File: src/rtl/tcq_pkg.sv
`default_nettype none

package tcq_pkg;

    typedef struct packed {
        logic [31:0] cmd;
        logic [7:0]  delay;
    } t_slot;

    typedef struct packed {
        logic        req_type;
        logic [31:0] command_word;
        logic [7:0]  delay_minutes;
        logic [7:0]  elapsed_minutes;
    } t_req;

    typedef struct packed {
        logic [1:0]  status;
        logic [31:0] head_command;
        logic [7:0]  head_delay;
        logic [3:0]  entry_count;
        logic        pending;
    } t_rsp;

    // operands and results of the shared delay unit
    typedef struct packed {
        logic [7:0] a;
        logic [7:0] b;
    } t_alu_op;

    typedef struct packed {
        logic       gt;
        logic [7:0] sat;
    } t_alu_res;

    localparam logic       REQ_INSERT = 1'b0;
    localparam logic       REQ_DELETE = 1'b1;

    localparam logic [1:0] ST_FULL    = 2'd0;
    localparam logic [1:0] ST_FIRST   = 2'd1;
    localparam logic [1:0] ST_INSERT  = 2'd2;
    localparam logic [1:0] ST_DELETE  = 2'd3;

    localparam logic [15:0] EMPTY_TOP  = 16'hFFFF;
    localparam t_slot       EMPTY_SLOT = '1;

    function automatic logic occupied(input t_slot s);
        return s.cmd[31:16] != EMPTY_TOP;
    endfunction

endpackage

`default_nettype wire

File: src/rtl/tcq_alu.sv
`default_nettype none

module tcq_alu (
    input  tcq_pkg::t_alu_op  i_op,
    output tcq_pkg::t_alu_res o_res
);
    import tcq_pkg::*;

    logic [8:0] diff;

    // one subtractor gives both the compare and the saturating difference
    assign diff      = {1'b0, i_op.a} - {1'b0, i_op.b};
    assign o_res.gt  = !diff[8] && (diff[7:0] != 8'd0);
    assign o_res.sat = o_res.gt ? diff[7:0] : 8'd0;

endmodule

`default_nettype wire

File: config.mk
export PLATFORM = sky130hd
export DESIGN_NAME = tcq_alu
export DESIGN_NICKNAME = d
export VERILOG_FILES = /design/src/rtl/tcq_pkg.sv /design/src/rtl/tcq_alu.sv
export SDC_FILE = /design/constraint.sdc
export NUM_CORES = 1
export LEC_CHECK = 0
export CAP_MARGIN = 20
export CORE_AREA = 5 5 42 44
export DETAILED_ROUTE_END_ITERATION = 7
export DIE_AREA = 0 0 47 49
export DONT_BUFFER_PORTS = 1
export PLACE_DENSITY = 0.57
export SLEW_MARGIN = 10
export SYNTH_ARGS = -nofsm -noshare
export SYNTH_HDL_FRONTEND = slang
export SYNTH_SLANG_ARGS = --single-unit
File: constraint.sdc
create_clock -name vclk -period 2.75
set_clock_uncertainty 0.1 [all_clocks]
set_input_delay 0.275 -clock vclk [all_inputs]
set_output_delay 0.275 -clock vclk [all_outputs]
set_load 0.01 [all_outputs]
==> qor.json <==
{
  "layout": {
    "seq_area_um2": 0,
    "nFlopsAndLatches": 0,
    "final_layout_size_suffix_gt1_frac": 0.0656,
    "clk_buffers": 0,
    "area_growth_syn_to_layout_pct": 4.48,
    "final_common_cell": "inv_1",
    "antennaDiodeCount": 0,
    "fillerInstances": 167,
    "layout_common_cells": "inv_1, ha_1, nor2_1, nor2b_1",
    "layout.cell_area.non_filler_um2": 467,
    "finish.net_count": 88
  },
  "floorplan": {
    "die_area_mm2": 0.00230,
    "die-height_um": 49,
    "fp.dieW_um": 47,
    "floorplan.io_pins": 25,
    "row_count": 14,
    "initial_core_util": 0.319,
    "core_area_mm2": 0.00140
  },
  "synthesis": {
    "synth_top_cell_area_share": 0.224,
    "synth_top_area_cell": "ha_1",
    "yosysWarnings": 0,
    "seq_area_frac_synth": 0,
    "synth_area_leaders": "ha_1, inv_1, nor2b_1, xnor2_1, nor2_1",
    "synthesis.area_per_instance_um2": 7.32,
    "netlist-cell-type-count": 26,
    "netlist_instances": 61,
    "post_synth_instance_area_um2": 447,
    "synth.net_count": 86
  },
  "detailed_routing": {
    "maxUsedRoutingLayer": "met3",
    "avgRoutedWirePerCell_um": 12.6,
    "detail_route.iter0.violations": 2,
    "drtPass1Iterations": 2,
    "m1WireLength_um": 412,
    "route.met3.wl_um": 41,
    "drt-total-wl_um": 974,
    "detail-route-antenna-nets": 0,
    "routed-via-count": 410,
    "route.detailed.vias_per_inst": 5.32,
    "met2_layer_wire_length_in_the_routed_design_um": 520,
    "drc": 0
  },
  "sta": {
    "timing.final.crit_period_ps": 2440,
    "slew_headroom": 0.764,
    "timing.fmax_mhz": 409,
    "hold_viol_final": 0,
    "setup_viol": 0,
    "finalHoldWorstSlack_ps": 657,
    "setup_tns_ps": 0,
    "setup_repair_after_global_routing_missed_its_margin": "false",
    "worst-slew-pin-transition_ps": 354,
    "final-max-slew-violation-count": 0,
    "postLayoutSetupSlackWorst_ps": 306,
    "final_worst_path_cycle_share": 0.889
  },
  "setup_path": {
    "slowest_stage": "fa_1",
    "timing.critical_path.depth": 9,
    "worst_path_dominant_cell_family": "compound AO/OA/AOI/OAI gates",
    "cp_common_cell": "inv_1",
    "critPathArrivalTime_ps": 2070,
    "critical_path.n_buffers_inverters": 2,
    "criticalPathCategory": "in2out",
    "worst_setup_path_start_kind": "input port",
    "cp-end-kind": "primary output",
    "worst_ep_required_time_ps": 2380,
    "largest_stage_delay_on_the_critical_path_ps": 390,
    "timing.critical_path.cells": "inv_1, ha_1, inv_1, fa_1, a21o_1, a221oi_2, xnor2_1, nor4_2, a31oi_1",
    "worst-path-max-fanout": 2
  },
  "placement": {
    "gpl.final_weighted_congestion": 0.743,
    "dp_hpwl_um": 893,
    "post_dp_cell_area_um2": 467,
    "placement.io_buffers": 0,
    "post-place-ws_ps": 321
  },
  "pwr": {
    "power.total_uw": 118,
    "p_leak_uw": 0.000222,
    "ir_drop_v": 0.0000667,
    "cellPowerDensity_mw_per_mm2": 252
  },
  "global_routing": {
    "total_gr_overflow": 0,
    "grt_use_total": 0.0927,
    "grt_start_max_net_pins": 10,
    "antenna_found_initial": 0,
    "first_global_vias": 399,
    "grt_pass1_wl_um": 1730
  },
  "hold_path": {
    "hold-path-cell-count": 2,
    "hold_path_class": "in2out"
  },
  "clock_network": {
    "cts.repair.resized": 0,
    "post_cts.repair.setup_buffers": 0,
    "postCtsHoldBufs": 0
  },
  "run": {
    "drv_cap": 0
  },
  "outcome": {
    "outcome": "completed"
  }
}
-- power breakdown --
part           switching [uW]  internal [uW]
combinational            69.8           47.8
clock                       0              0
sequential                  0              0
total                    69.8           47.8
-- per-stage QoR --
| stage | util | cells |
|---|---|---|
| finish | 0.333 | 77 |
| global route | 0.333 | 77 |
| detailed placement | 0.333 | 77 |
| floorplan | - | 61 |
| global placement | 0.333 | 77 |
| CTS | 0.333 | 77 |
-- routing by layer --
metal	track usage	vias to the layer above
li1	-	214
met1	0.129	188
met2	0.161	8
met3	0.00738	0
met4	0	0
met5	0	-
-- cells by family after synthesis --
family                     synth area share
muxes                                0.0224
AOI/OAI and AO/OA                     0.272
and+or+nand+nor                       0.266
xor gates and xnor gates             0.0784
adders and majority gates             0.269
buffers and inverters                0.0924
-- cells in the mapped netlist, drive strengths merged, types with 2 or more instances --
cell / n
nor2: 6
nor2b: 5
inv: 11
ha: 8
nand2b: 3
xnor2: 3
a21o: 2
a21boi: 2
a21oi: 4
nand3b: 2
-- final cells by class --
type | instances | area, um2 | share of cell area
Inverter | 11 | 41.3 | 0.0885
Multi-Input combinational cell | 50 | 405 | 0.869
Tap cell | 16 | 20.0 | 0.0429
-- final timing paths --
kind,from,endpoint
worst min-delay path,i_op[0],o_res[0]
worst max-delay path,i_op[8],o_res[8]
Note: power is estimated with default switching activity, not from simulation.
