File: src/rtl/tcq_pkg.sv
`default_nettype none

package tcq_pkg;

    typedef struct packed {
        logic [31:0] cmd;
        logic [7:0]  delay;
    } t_slot;

    typedef struct packed {
        logic        req_type;
        logic [31:0] command_word;
        logic [7:0]  delay_minutes;
        logic [7:0]  elapsed_minutes;
    } t_req;

    typedef struct packed {
        logic [1:0]  status;
        logic [31:0] head_command;
        logic [7:0]  head_delay;
        logic [3:0]  entry_count;
        logic        pending;
    } t_rsp;

    // operands and results of the shared delay unit
    typedef struct packed {
        logic [7:0] a;
        logic [7:0] b;
    } t_alu_op;

    typedef struct packed {
        logic       gt;
        logic [7:0] sat;
    } t_alu_res;

    localparam logic       REQ_INSERT = 1'b0;
    localparam logic       REQ_DELETE = 1'b1;

    localparam logic [1:0] ST_FULL    = 2'd0;
    localparam logic [1:0] ST_FIRST   = 2'd1;
    localparam logic [1:0] ST_INSERT  = 2'd2;
    localparam logic [1:0] ST_DELETE  = 2'd3;

    localparam logic [15:0] EMPTY_TOP  = 16'hFFFF;
    localparam t_slot       EMPTY_SLOT = '1;

    function automatic logic occupied(input t_slot s);
        return s.cmd[31:16] != EMPTY_TOP;
    endfunction

endpackage

`default_nettype wire

File: src/rtl/tcq_slot_ram.sv
`default_nettype none

module tcq_slot_ram #(
    parameter int DEPTH = 10
) (
    input  wire                       i_clk,
    input  wire                       i_rst_n,
    input  wire                       i_we,
    input  wire  [$clog2(DEPTH)-1:0]  i_waddr,
    input  tcq_pkg::t_slot            i_wdata,
    input  wire  [$clog2(DEPTH)-1:0]  i_raddr,
    output tcq_pkg::t_slot            o_rdata
);
    import tcq_pkg::*;

    t_slot              r_mem [DEPTH];
    logic [DEPTH-1:0]   r_valid;
    t_slot              r_rdata;

    always_ff @(posedge i_clk) begin
        if (i_we) begin
            r_mem[i_waddr] <= i_wdata;
        end
    end

    // never written slots read as empty
    always_ff @(posedge i_clk) begin
        if (!i_rst_n) begin
            r_valid <= '0;
        end else if (i_we) begin
            r_valid[i_waddr] <= 1'b1;
        end
    end

    always_ff @(posedge i_clk) begin
        r_rdata <= r_valid[i_raddr] ? r_mem[i_raddr] : EMPTY_SLOT;
    end

    assign o_rdata = r_rdata;

endmodule

`default_nettype wire
File: config.mk
export PLATFORM = sky130hd
export DESIGN_NAME = tcq_slot_ram
export DESIGN_NICKNAME = d
export VERILOG_FILES = /design/src/rtl/tcq_pkg.sv /design/src/rtl/tcq_slot_ram.sv
export SDC_FILE = /design/constraint.sdc
export NUM_CORES = 1
export LEC_CHECK = 0
export ABC_AREA = 1
export BUFFER_PORTS_ARGS = -buffer_cell sky130_fd_sc_hd__buf_4
export CAP_MARGIN = 20
export CORE_AREA = 2 2 196 198
export CTS_CLUSTER_DIAMETER = 40
export DETAILED_ROUTE_END_ITERATION = 10
export DIE_AREA = 0 0 198 200
export PLACE_DENSITY = 0.67
export SYNTH_ARGS = -nofsm -noshare
export SYNTH_HDL_FRONTEND = slang
export SYNTH_SLANG_ARGS = --single-unit
File: constraint.sdc
create_clock -name i_clk -period 9.1 [get_ports i_clk]
set_clock_uncertainty 0.15 [all_clocks]
set_input_delay 0.91 -clock i_clk [delete_from_list [all_inputs] [get_ports i_clk]]
set_output_delay 0.91 -clock i_clk [all_outputs]
set_load 0.05 [all_outputs]
==> run_results.csv, run 1 <==
group,metric,value,unit
routing,wirelength,41.7,mm
sta,final_hold_viol_count,0,
sta,hold_slack,0.312,ns
setup_path,crit_type,"in2reg",
routing,drt_iter0_markers,900,
die,start_util,49.8,%
setup_path,critPathLaunchType,"input pin",
clock_network,htree_levels,2,
setup_path,critical_path.max_fanout,121,
setup_path,rrSetupSlack,7.32,ns
clock_network,cts_root_buffer,"clkbuf_16",
clock_network,postCtsSetupBuffers,0,
sta,worst_pin_slew,1.08,ns
cells_and_area,drive_gt1_share,11.4,%
global_routing,grt_max_degree,122,
worst_hold_path,whs_path_depth,2,
die,die_h,200,um
power_and_ir_drop,p_leak,9.27,nW
global_routing,antenna_found_initial,2,
routing,drc_errors,0,
global_routing,grt_overflow,0,
sta,fmax,260,MHz
routing,drt_pass1_iterations,5,
die,chipWidth,198,um
placement,port_buffers,90,
setup_path,crit_arrival,4.12,ns
placement,gp_congestion,0.740,
synth,avgSynthCellArea,10.5,um2
setup_path,required,9.37,ns
setup_path,r2r-end,"o_rdata[24]",
routing,drtAntennaViolNets,0,
placement,hpwl,19.8,mm
routing,vias_per_cell,4.98,
setup_path,cpLargestDelayFamily,"buffers and inverters",
die,die_area,0.0396,mm2
setup_path,critPathMaxStageDelay,0.64,ns
cells_and_area,syn_to_final_growth,15.6,%
sta,slew_headroom,28.2,%
die,core,0.0374,mm2
sta,tns,0,ns
sta,rsz0062_at_grt,"no",
cells_and_area,layout.area.seq,0.0130,mm2
setup_path,end_kind,"flip-flop",
worst_hold_path,min_from,"r_valid[7]",
die,io_pins,91,
die,row_count,71,
clock_network,clock_sinks,450,
global_routing,grt_pass1_vias,11900,
clock_network,post_cts_resized,0,
synth,yosysSeqAreaShare,69.9,%
synth,ys_seq_elements,450,
setup_path,rr_startpoint,"r_valid[6]",
setup_path,cp_slowest_cell,"buf_6",
sta,period_needed,3.85,ns
setup_path,crit_top_cell,"nand3_1",
global_routing,track_usage,21.7,%
clock_network,clkLatencyLatePin,0.58,ns
clock_network,cts_tree,"built",
sta,post-route-period-util,42.3,%
synth,netlist_area,0.0186,mm2
power_and_ir_drop,peakVddDrop,0.157,mV
worst_hold_path,whs_endpoint,"r_valid[7]",
cells_and_area,nNetsFinal,1899,
setup_path,critPathBufInv,3,
cells_and_area,multi_input_area,0.00380,mm2
synth,syn_inst,1768,
sta,drv_slew,0,
clock_network,cts_hold_buf,0,
clock_network,cts_buffers,56,
clock_network,clock_path_buffers,3,
worst_hold_path,hold_class,"reg2reg",
routing,wire_per_inst,17.3,um
setup_path,path_cells,"buf_6 > inv_6 > buf_4 > nand2_1 > nand3_1 > nand3_1 > nand3_1 > nand2_4 > nand2_1",
routing,vias,12000,
status,outcome,"finished clean",
synth,yosysUniqueCellTypes,24,
clock_network,clkTransAtPathRegs,0.06,ns
setup_path,reg2reg_depth,7,
sta,setup_viol,0,
synth,yosys_warnings,0,
run,maxCapViolations,0,
cells_and_area,nFillCells,3023,
global_routing,grt_pass1_wl,65.3,mm
synth,syn_nets,1819,
power_and_ir_drop,powerDensity,229,mW/mm2
Yosys cell counts:
cell type	n	share of area, %
a21oi_1	3	0.081
a21oi_2	1	0.047
buf_1	14	0.28
buf_12	1	0.11
buf_2	22	0.59
buf_4	16	0.64
buf_6	19	1.1
buf_8	1	0.081
clkbuf_1	11	0.22
dfxtp_1	50	5.4
edfxtp_1	400	64
inv_1	339	6.8
inv_2	2	0.040
inv_6	1	0.047
nand2_1	571	12
nand2_2	1	0.034
nand2_4	1	0.060
nand3_1	288	7.7
nand3_2	1	0.054
nand4_1	1	0.034
nor2_1	20	0.40
nor3_1	1	0.027
nor4_1	2	0.067
o21a_1	2	0.081
sequential cells by signal, indices dropped and copies added, names as in the netlist:
signal   cells
o_rdata     40
r_mem      400
r_valid     10
power by group:
| group | internal (mW) | switching [mW] | leakage [nW] |
|---|---|---|---|
| combinational | 0.0813 | 0.211 | 4.29 |
| sequential | 2.30 | 0.0119 | 4.02 |
| clock | 1.46 | 0.869 | 0.963 |
metrics by stage:
step	setup slack (ns)	instances	util, %	cell area, um2	power (mW)
after floorplan	3.40	1768	-	18600	2.54
after global placement	4.76	2301	52.2	19500	2.64
after detailed placement	4.69	2301	52.2	19500	2.64
after CTS	5.27	2405	57.6	21500	4.96
after global routing	5.04	2406	57.6	21500	5.08
final	5.25	2407	57.6	21500	4.93
layout make-up:
type | instances | area share, %
Clock buffer | 64 | 6.84
Timing Repair Buffer | 106 | 3.71
Multi-Input combinational cell | 892 | 17.6
Sequential cell | 450 | 60.4
Inverter | 342 | 5.99
Tap cell | 511 | 2.97
Clock inverter | 40 | 2.39
Antenna cell | 2 | 0.0232
cells by family after synthesis:
group / count (synthesis) / share of synthesized area [%]
flops: 450 / 69.9
compound gates: 6 / 0.208
buf+inv: 426 / 10.0
simple gates: 886 / 19.9
cells in the final DEF (no fill, tap or decap):
cell type / count
clkinv_1: 7
inv_6: 6
clkbuf_16: 57
bufinv_16: 10
o21a_1: 2
inv_8: 4
inv_2: 5
clkinvlp_4: 4
nand3_1: 288
clkinv_4: 5
clkbuf_8: 2
diode_2: 2
nand2_1: 571
nor4_2: 2
nand2_4: 1
clkinv_2: 5
buf_6: 1
nand2_2: 1
clkbuf_1: 5
dfxtp_1: 50
a21oi_1: 3
nor3_1: 1
a21oi_2: 1
buf_4: 105
nor2_1: 15
nor2_4: 5
nand4_1: 1
edfxtp_1: 400
inv_1: 336
nand3_2: 1
how the worst max path moves through the flow:
stage                     startpoint           to  slack [ns]  cells past startpoint
after detailed placement  i_raddr[0]  o_rdata[22]        4.69                      8
final                     i_raddr[0]  o_rdata[24]        5.25                      9
after global placement    i_raddr[0]   o_rdata[1]        4.76                      9
after global routing      i_raddr[0]  o_rdata[24]        5.04                      9
after CTS                 i_raddr[0]  o_rdata[24]        5.27                      8
after floorplan           i_waddr[2]  r_mem[3][0]        3.40                      3
tightest hold or removal path: stages, from the launching register on:
cell and delay [ns]:
dfxtp_1 0.29, inv_1 0.06, a21oi_1 0.06
routing by layer:
layer / GRT usage [%] / share of wire [%]
met1: 29.7 / 44
met2: 36.0 / 47
met3: 3.36 / 6.7
met4: 6.85 / 2.5
met5: 0 / 0
No activity file was read; power rests on OpenSTA's default activity.
==> run 2, diff against run 1 <==
--- a/config.mk
+++ b/config.mk
@@ -5,13 +5,13 @@
 export SDC_FILE = /design/constraint.sdc
 export NUM_CORES = 1
 export LEC_CHECK = 0
-export ABC_AREA = 1
+export ABC_AREA = 0
 export BUFFER_PORTS_ARGS = -buffer_cell sky130_fd_sc_hd__buf_4
 export CAP_MARGIN = 20
-export CORE_AREA = 2 2 196 198
+export CORE_AREA = 2 2 186 188
 export CTS_CLUSTER_DIAMETER = 40
 export DETAILED_ROUTE_END_ITERATION = 10
-export DIE_AREA = 0 0 198 200
+export DIE_AREA = 0 0 188 190
 export PLACE_DENSITY = 0.67
 export SYNTH_ARGS = -nofsm -noshare
 export SYNTH_HDL_FRONTEND = slang
==> constraint.sdc (replaced) <==
create_clock -name i_clk -period 3.8 [get_ports i_clk]
set_clock_uncertainty 0.15 [all_clocks]
set_input_delay 0.38 -clock i_clk [delete_from_list [all_inputs] [get_ports i_clk]]
set_output_delay 0.38 -clock i_clk [all_outputs]
set_load 0.05 [all_outputs]
==> run_results.csv, run 2 <==
group,metric,value,unit
sta,tns,0,ns
global_routing,grt_pass1_vias,8094,
synth,yosysUniqueCellTypes,23,
global_routing,antenna_found_initial,0,
worst_hold_path,hold_class,"in2reg",
synth,syn_inst,679,
clock_network,clkTransAtPathRegs,0.06,ns
synth,synth_top_area_share,72.0,%
setup_path,critPathBufInv,2,
die,io_pins,91,
synth,synth.area.top_cells,"edfxtp_1, mux4_1, mux4_2",
sta,setup_viol,0,
routing,drt_iter0_markers,565,
cells_and_area,final_common_cell,"edfxtp_1",
setup_path,path_cells,"buf_4 > buf_12 > mux4_1 > mux4_2 > or2_1",
setup_path,critical_path.max_fanout,82,
sta,final_hold_viol_count,0,
synth,synth_top_flop_cell,"edfxtp_1",
die,die_h,190,um
global_routing,track_usage,19.0,%
synth,yosysSeqAreaShare,78.0,%
setup_path,crit_type,"in2reg",
synth,syn_nets,730,
cells_and_area,top_register,"r_mem",
global_routing,grt_overflow,0,
clock_network,cts_root_buffer,"clkbuf_16",
sta,post-route-period-util,54.0,%
setup_path,crit_arrival,2.33,ns
die,start_util,49.1,%
routing,drt_pass1_iterations,4,
routing,wire_per_inst,24.7,um
setup_path,end_kind,"flip-flop",
power_and_ir_drop,p_leak,6.69,nW
die,core,0.0339,mm2
placement,hpwl,16.7,mm
clock_network,htree_levels,2,
global_routing,grt_max_degree,83,
cells_and_area,final_cell_mix,"edfxtp_1, buf_4, mux4_1",
routing,vias,7458,
cells_and_area,utilization,59.2,%
die,row_count,68,
clock_network,cts_tree,"built",
clock_network,cts_buffers,48,
cells_and_area,drive_gt1_share,27.9,%
placement,gp_congestion,0.690,
clock_network,clock_sinks,450,
routing,drtAntennaViolNets,0,
die,chipWidth,188,um
synth,synth_edf_count,400,
cells_and_area,nFillCells,2356,
synth,netlist_area,0.0167,mm2
sta,worst_pin_slew,0.868,ns
setup_path,required,4.08,ns
setup_path,critPathLaunchType,"input pin",
run,maxCapViolations,0,
cells_and_area,nNetsFinal,895,
routing,vias_per_cell,5.57,
setup_path,critPathMaxStageDelay,0.66,ns
sta,hold_slack,0.128,ns
synth,avgSynthCellArea,24.6,um2
synth,async_flop_share,0,%
setup_path,cp_slowest_cell,"mux4_1",
die,die_area,0.0357,mm2
power_and_ir_drop,peakVddDrop,0.367,mV
synth,ys_seq_elements,450,
cells_and_area,largest_reg_flops,400,
placement,port_buffers,90,
status,outcome,"finished clean",
clock_network,post_cts_resized,0,
clock_network,clkLatencyLatePin,0.55,ns
sta,drv_slew,0,
cells_and_area,syn_to_final_growth,20.5,%
setup_path,cpLargestDelayFamily,"multiplexers",
global_routing,grt_pass1_wl,49.9,mm
power_and_ir_drop,powerDensity,536,mW/mm2
routing,wirelength,33.1,mm
sta,fmax,487,MHz
routing,drc_errors,0,
synth,ys_top_cells_by_count,"edfxtp_1, mux4_1, dfxtp_1, mux4_2, or2_1",
sta,slew_headroom,42.0,%
synth,synth_area_leader_cell,"edfxtp_1",
clock_network,clock_path_buffers,3,
sta,period_needed,2.05,ns
sta,rsz0062_at_grt,"no",
synth,synth_most_common_cell,"edfxtp_1",
synth,yosys_warnings,0,
cells_and_area,antennaDiodeCount,0,
-- run 2: routing by layer --
layer  share of wire (%)  global-route usage, %
met2                  52                   33.0
met1                  42                   25.3
met5                   0                      0
met4                 1.7                   5.24
met3                 4.1                   2.75
-- run 2: power by group --
group	switching (mW)	internal [mW]	total [mW]
sequential	0.0283	5.49	5.52
clock	1.92	2.76	4.68
combinational	0.305	0.257	0.562
-- run 2: logic make-up (layout without fill, tap and decap cells) --
logic type	after synthesis	count (layout)	share of synthesized area, %
compound gates	13	13	0.593
buf+inv	35	240	1.21
flops	450	450	78.0
mux	124	124	18.1
simple gates	57	57	2.02
-- run 2: final timing paths --
path,slack (ns),depth (start not counted),to,startpoint
max,1.75,5,o_rdata[23],i_raddr[1]
min,0.13,2,r_mem[6][28],i_waddr[0]
max reg2reg,1.86,5,o_rdata[23],r_valid[7]
min reg2reg,0.32,1,r_valid[6],r_valid[6]
-- run 2: what timing repair did --
| action | 4_1_cts | 5_1_grt |
|---|---|---|
| buffers inserted | 0 | 0 |
| endpoints found under the hold margin | 410 | 0 |
| hold buffers | 41 | 0 |
-- run 2: area by class of cell --
| cell class | count | area [um2] | area share (%) |
|---|---|---|---|
| Sequential cell | 450 | 13000 | 64.8 |
| Tap cell | 455 | 569 | 2.83 |
| Inverter | 2 | 7.51 | 0.0374 |
| Timing Repair Buffer | 148 | 1290 | 6.42 |
| Multi-Input combinational cell | 194 | 3590 | 17.9 |
| Clock buffer | 55 | 1260 | 6.27 |
| Clock inverter | 35 | 360 | 1.79 |
-- run 2: worst reg2reg max path: stages (launching register included) --
cell	delay, ns
dfxtp_1	0.31
mux4_2	0.48
a2bb2oi_1	0.17
a32oi_4	0.22
buf_4	0.38
or2_1	0.18
-- run 2: metrics by stage --
stage	instance area, um2	cells	total power [mW]	setup slack (ns)
global placement	18100	1208	6.13	1.19
finish	20100	1339	10.8	1.75
global route	20100	1339	11.1	1.67
detailed placement	18100	1208	6.16	1.16
floorplan	16700	679	5.94	0.403
CTS	20100	1339	10.9	1.74
